### src/rtl/fixed_point_homography_point_core_assert.svh
// Assertion macros for the homography point core.
// No dependencies; included by modules that carry concurrent checks.
`ifndef FIXED_POINT_HOMOGRAPHY_POINT_CORE_ASSERT_SVH
`define FIXED_POINT_HOMOGRAPHY_POINT_CORE_ASSERT_SVH
`ifndef ASSERT_OFF
`define FPH_ASSERT_IMP(label, ante, cons, msg) \
    label: assert property (@(posedge clk) disable iff (!rst_n) (ante) |-> (cons)) \
        else $error(msg);
`define FPH_ASSERT_NXT(label, ante, cons, msg) \
    label: assert property (@(posedge clk) disable iff (!rst_n) (ante) |=> (cons)) \
        else $error(msg);
`else
`define FPH_ASSERT_IMP(label, ante, cons, msg)
`define FPH_ASSERT_NXT(label, ante, cons, msg)
`endif
`endif

### src/rtl/fph_pkg.sv
// Shared types, constants and saturation helper for the homography point core.
// No dependencies.
package fph_pkg;

    localparam int FRAC_BITS = 16;
    localparam int DATA_W    = 32;
    localparam int PROD_W    = 2 * DATA_W;
    localparam int SUM_W     = PROD_W + 2;
    localparam int DIV_BITS  = 2 * FRAC_BITS + 1;
    localparam int REM_W     = DATA_W + 1;
    localparam int ADDR_W    = 5;
    localparam int PIPE_LAT  = 2 + DIV_BITS + 3;

    typedef logic signed [DATA_W-1:0] q_t;

    localparam q_t ONE_Q = q_t'(64'd1 << FRAC_BITS);
    localparam q_t Q_MAX = q_t'(32'h7FFF_FFFF);
    localparam q_t Q_MIN = q_t'(32'h8000_0000);

    typedef struct packed {
        q_t x_in;
        q_t y_in;
    } point_t;

    typedef struct packed {
        q_t   x_out;
        q_t   y_out;
        logic range_error;
    } result_t;

    typedef struct packed {
        q_t gain_xx;
        q_t gain_xy;
        q_t offset_x;
        q_t gain_yx;
        q_t gain_yy;
        q_t offset_y;
        q_t persp_y;
    } coef_t;

    typedef enum logic [2:0] {
        REG_GAIN_XX  = 3'd0,
        REG_GAIN_XY  = 3'd1,
        REG_OFFSET_X = 3'd2,
        REG_GAIN_YX  = 3'd3,
        REG_GAIN_YY  = 3'd4,
        REG_OFFSET_Y = 3'd5,
        REG_PERSP_Y  = 3'd6
    } reg_idx_t;

    typedef struct packed {
        q_t   nx;
        q_t   ny;
        logic err;
        logic neg;
        logic zero;
    } carry_t;

    typedef struct packed {
        q_t   value;
        logic sat;
    } sat_t;

    function automatic sat_t sat32(input logic signed [SUM_W-1:0] v);
        sat_t r;
        r.sat = 1'b0;
        if (v > SUM_W'(Q_MAX)) begin
            r.value = Q_MAX;
            r.sat   = 1'b1;
        end else if (v < SUM_W'(Q_MIN)) begin
            r.value = Q_MIN;
            r.sat   = 1'b1;
        end else begin
            r.value = q_t'(v);
        end
        return r;
    endfunction

endpackage

### src/rtl/fph_regs.sv
// APB coefficient register file of the homography point core.
// Depends on fph_pkg.
module fph_regs (
    input  logic                  clk,
    input  logic                  rst_n,
    input  logic                  psel,
    input  logic                  penable,
    input  logic                  pwrite,
    input  logic [fph_pkg::ADDR_W-1:0] paddr,
    input  logic [31:0]           pwdata,
    output logic [31:0]           prdata,
    output logic                  pready,
    output fph_pkg::coef_t        coef
);
    import fph_pkg::*;

    coef_t    coef_reg;
    reg_idx_t idx;
    logic     wr;

    assign pready = 1'b1;
    assign idx    = reg_idx_t'(paddr[ADDR_W-1:2]);
    assign wr     = psel && penable && pwrite;
    assign coef   = coef_reg;

    always_ff @(posedge clk or negedge rst_n)
    begin
        if (!rst_n)
        begin
            coef_reg <= '{gain_xx:  ONE_Q,
                          gain_xy:  '0,
                          offset_x: '0,
                          gain_yx:  '0,
                          gain_yy:  ONE_Q,
                          offset_y: '0,
                          persp_y:  '0};
        end
        else if (wr)
        begin
            case (idx)
                REG_GAIN_XX:  coef_reg.gain_xx  <= pwdata;
                REG_GAIN_XY:  coef_reg.gain_xy  <= pwdata;
                REG_OFFSET_X: coef_reg.offset_x <= pwdata;
                REG_GAIN_YX:  coef_reg.gain_yx  <= pwdata;
                REG_GAIN_YY:  coef_reg.gain_yy  <= pwdata;
                REG_OFFSET_Y: coef_reg.offset_y <= pwdata;
                REG_PERSP_Y:  coef_reg.persp_y  <= pwdata;
                default: ;
            endcase
        end
    end

    always_comb
    begin
        case (idx)
            REG_GAIN_XX:  prdata = coef_reg.gain_xx;
            REG_GAIN_XY:  prdata = coef_reg.gain_xy;
            REG_OFFSET_X: prdata = coef_reg.offset_x;
            REG_GAIN_YX:  prdata = coef_reg.gain_yx;
            REG_GAIN_YY:  prdata = coef_reg.gain_yy;
            REG_OFFSET_Y: prdata = coef_reg.offset_y;
            REG_PERSP_Y:  prdata = coef_reg.persp_y;
            default:      prdata = '0;
        endcase
    end

endmodule

### config.mk
export PLATFORM = sky130hd
export DESIGN_NAME = fph_regs
export DESIGN_NICKNAME = d
export VERILOG_FILES = /design/src/rtl/fixed_point_homography_point_core_assert.svh /design/src/rtl/fph_pkg.sv /design/src/rtl/fph_regs.sv
export SDC_FILE = /design/constraint.sdc
export NUM_CORES = 1
export LEC_CHECK = 0
export BUFFER_PORTS_ARGS = -buffer_cell sky130_fd_sc_hd__clkbuf_2
export CORE_ASPECT_RATIO = 1.4
export CORE_MARGIN = 5
export CORE_UTILIZATION = 34
export CTS_CLUSTER_SIZE = 14
export DETAILED_ROUTE_END_ITERATION = 6
export PLACE_DENSITY_LB_ADDON = 0.08
export SYNTH_ARGS = -nofsm -noshare
export SYNTH_HDL_FRONTEND = slang
export SYNTH_SLANG_ARGS = --single-unit
### constraint.sdc
create_clock -name clk -period 1.7 [get_ports clk]
set_input_delay 0 -clock clk [delete_from_list [all_inputs] [get_ports clk]]
set_output_delay 0 -clock clk [all_outputs]
set_load 0.005 [all_outputs]
; Yosys cells after proc, flatten, opt, wreduce, memory -nomap -nowiden
; Index checks and enable logic that the tools add are counted.
[word_totals]
mem_bits_ro = 0
input_bits = 42
mem_count = 0
ram_bits = 0
latch_bits = 0
ff_bits = 224
elab_cells = 24
output_inout_bits = 257
[classes]
n_div = 0
n_addsub = 0
multipliers = 0
muxes = 1
shift = 0
n_bitwise = 0
n_lt_le_gt_ge = 0
eq_ne = 6
reduce_logical = 10
[op_table]
columns = operator, count
row1 = 32-bit one-hot mux with 7 select lines, 1
row2 = 2-bit AND reduction, 7
row3 = 3-bit == test (second input constant), 3
row4 = 3-bit by 2-bit == test with 1-bit output (second input constant), 2
row5 = 3-bit by 1-bit == test with 1-bit output (second input constant), 1
row6 = 3-bit zero test, 1
row7 = 1-bit logical AND, 2

; Depth between registers and ports, before layout
[logic_depth]
ltp_word = 3
ltp_mapped = 6
mapped_depth_nobuf = 3

; Worst setup path after synthesis
; No wires, ideal clock.
[synth_timing]
path_type = input to register
start = in paddr[2] (netlist name)
end = reg coef_reg (netlist bit coef[192])
setup_slack_ns = 0.367
t_arrival_ns = 1.207
required_time_ns = 1.575
setup_ns = 0.125
cell_stages = 6
path_buffers = 3
path_cell_list = buf_2 nand4b_4 or3_1 buf_2 buf_6 mux2_4
[synth_between]
elab_chain_cells = 2
[synth_lines]
columns = element, line_no
row1 = start: declaration, fph_regs.sv:9  ; input logic [fph_pkg::ADDR_W-1:0] paddr,
row2 = 3-bit zero test, fph_regs.sv:40  ; case (idx)
row3 = 2-bit AND reduction (no source line), n/a
row4 = end signal: assignment, fph_regs.sv:30  ; coef_reg <= '{gain_xx: ONE_Q,
row5 = end: declaration, fph_regs.sv:17  ; coef_t coef_reg;
; Every way passes these cells.
; A chain may end at the register's enable or synchronous reset.

; Worst setup path after layout
[layout_timing]
start = reg coef_reg (netlist bit coef[91])
end = out prdata[27]
[layout_between]
elab_chain_cells = 1
[layout_lines]
columns = element, line_no
row1 = 32-bit one-hot mux with 7 select lines, fph_regs.sv:55  ; case (idx)
row2 = end: declaration, fph_regs.sv:11  ; output logic [31:0] prdata,
; Every way passes these cells.

==> results.md <==
- Async set-reset flop share out of synthesis: 100%
- Placed Instances: 1396
- Arr. time, crit path: 1730 ps
- Max_slew headroom: 25.3%
- Via count of the first global-routing pass: 8228
- Layout area overhead: 33.9%
- Yosys reg bits: 224
- Max rail drop VDD: 0.703 mV
- Pleak: 0.00686 uW
- Main synth FF type: dfrtp_1
- Netlist Area Pre-Place: 10400 um^2
- CTS tree: done
- Largest delay share family, worst path: compound AO/OA/AOI/OAI gates
- Placed cell area: 12600 um^2
- Vias/cell: 5.09
- TritonCTS buffer count: 24
- DR WL/cell: 22.9 um
- Initial Util: 34.5%
- Chip height: 217 um
- All-layer global routing usage: 19.7%
- Worst path max stage delay: 370 ps
- Avg Inst Size Synth: 14.2 um^2
- I/O pins: 299
- Internal Power: 11600 uW
- Die area: 34100 um^2
- Largest net degree at the start of global routing: 68
- Period minus WS final: 1730 ps
- Switching Fraction: 28.7%
- Crit end category: output pin
- Drt pass-1 iters: 5
- Initial antenna violation count: 0
- Status: complete, but fails checks
- Crit-path slowest cell: dfrtp_1
- Synth warn: 0
- Worst path bufs/invs: 1
- Final instance area: 13900 um^2
- Clk slew on worst S/H paths: 60 ps
- Crit path kind: reg -> out
- Hold Path Class: in -> async
- DIE WIDTH: 158 um
- Clk buf depth: 3
- Clock power frac: 31.4%
- Cell area power density: 1170 nW/um^2
- Share of cells above drive strength 1: 59.5%
- RSZ-0062 raised after global routing: true
- Htree depth: 1
- Clock Skews: 0 ps
- Gate Count Post-Synth: 729
- Drt drc: 0
- Sink Count: 224
- Crit Path Max Fanout: 2
- CP cell instances: mux2_4 > a222oi_1 > o21ai_1 > buf_2
- First-pass GRT wire length: 51900 um
- Sw Pwr: 4680 uW
- DRT Wirelength: 34200 um
- R2r setup slk: 820 ps
- Std-Cell Rows: 75
- Nets: 1131
- Worst-Skew Late Latency: 520 ps
- Syn nets: 771
- Most frequent cells in the layout: clkbuf_2, dfrtp_1, mux2_2
- CP Launch Type: flop
- Worst Path Required: 1700 ps
- Logic pwr share: 24.1%
- Slew Limit Fails: 0
- Worst Tran Pin Value: 1120 ps
- Count of final hold-check violations: 0
- MaxCap Viol Count: 0
- Violated checks: setup timing
- Port buffer count: 295
- Largest register FFs: 224
- Dpl hpwl: 23800 um
- Setup TNS: -38.9 ps
- Distinct cells, synth: 31
- Gpl congestion: 0.738
- Seq/Total Area, Yosys: 54.1%
- Ant. Diodes: 0
- Tcrit/Tclk final: 102%
- DR iter-0 viols: 322
- DR vias: 7588
- Global route overflow: 0
- Peak Freq: 0.578 GHz
- Clock root buffer: clkbuf_16
- Post-route insts no fill: 1492
- Post-synth EDFFs: 0
- Routed Antenna Nets: 0
- Core Footprint: 30000 um^2
- PnR worst setup slack: -29.6 ps
- Seq pwr share: 44.5%
- Commonest non-fill, non-tap cell in the layout: clkbuf_2
- # setup viols final: 2
- Final Total Pwr: 16300 uW
stage by stage:
stage	setup slack (ps)	utilization (%)	hold WS, ps
after CTS	-59.0	45.8	49.8
final	-29.6	46.2	36.6
after floorplan	367	-	-296
after detailed placement	15.1	42.1	14.9
after global placement	80.0	42.1	14.0
after global routing	-157	46.2	76.6
synth_stat cells, drive strengths merged (2+ instances only):
| library cell | instances | share of area (%) |
|---|---|---|
| o21ai | 15 | 0.72 |
| nand3 | 15 | 0.72 |
| o21a | 31 | 2.2 |
| o221ai | 17 | 1.4 |
| clkbuf | 20 | 0.72 |
| or3 | 2 | 0.12 |
| a222oi | 15 | 1.4 |
| dfstp | 2 | 0.51 |
| buf | 37 | 2.0 |
| dfrtp | 222 | 54 |
| and3b | 2 | 0.17 |
| nor2 | 5 | 0.23 |
| nand3b | 16 | 1.2 |
| nand2b | 2 | 0.12 |
| mux2i | 47 | 4.5 |
| mux2 | 256 | 29 |
| nand2 | 16 | 0.58 |
| nor2b | 2 | 0.12 |
worst paths after layout:
check / startpoint / to / depth (start not counted)
worst max-delay path: coef[91] / prdata[27] / 4
worst min register to register: coef[172] / coef[172] / 1
worst min-delay path: rst_n / coef[126] / 2
worst max register to register: coef[81] / coef[81] / 2
max in group asynchronous: rst_n / coef[106] / 3
min in group clk: paddr[3] / coef[182] / 4
timing repair:
item	4_1_cts	5_1_grt
endpoints found under the setup margin	5	17
resized for setup	4	16
setup buffers	5	14
hold buffers	33	0
hold endpoints to repair	446	0
pin swaps	1	5
cells by family after synthesis:
| kind of cell | synth area share (%) |
|---|---|
| muxes | 33.7 |
| DFF | 54.1 |
| AOI/OAI and AO/OA | 5.90 |
| and+or+nand+nor | 3.58 |
| buffers and inverters | 2.73 |
| other | 0.0362 |
power groups by stage:
stage | registers [uW] | clock network, uW | logic (uW)
6_report | 7260 | 5110 | 3930
5_1_grt | 7410 | 5510 | 4330
4_1_cts | 7280 | 5320 | 3900
3_5_place_dp | 7390 | 0 | 3790
3_3_place_gp | 7370 | 0 | 3750
2_1_floorplan | 7240 | 0 | 1720
per-layer routing:
layer	share of wire, %	up-vias	GRT usage (%)
met5	0	-	0
li1	-	3413	-
met3	7.0	48	4.37
met2	50	255	33.8
met4	2.5	0	5.60
met1	41	3872	24.9
cell type report:
type | instances | area (um^2)
clock inverters | 4 | 22.5
flip-flops and latches | 224 | 5610
well taps | 385 | 482
multi-input cells | 447 | 4520
inverters | 1 | 3.75
repair buffers | 391 | 2490
clock buffers | 40 | 742
fillers | 2833 | 16200
No activity file was read; power rests on OpenSTA's default activity.
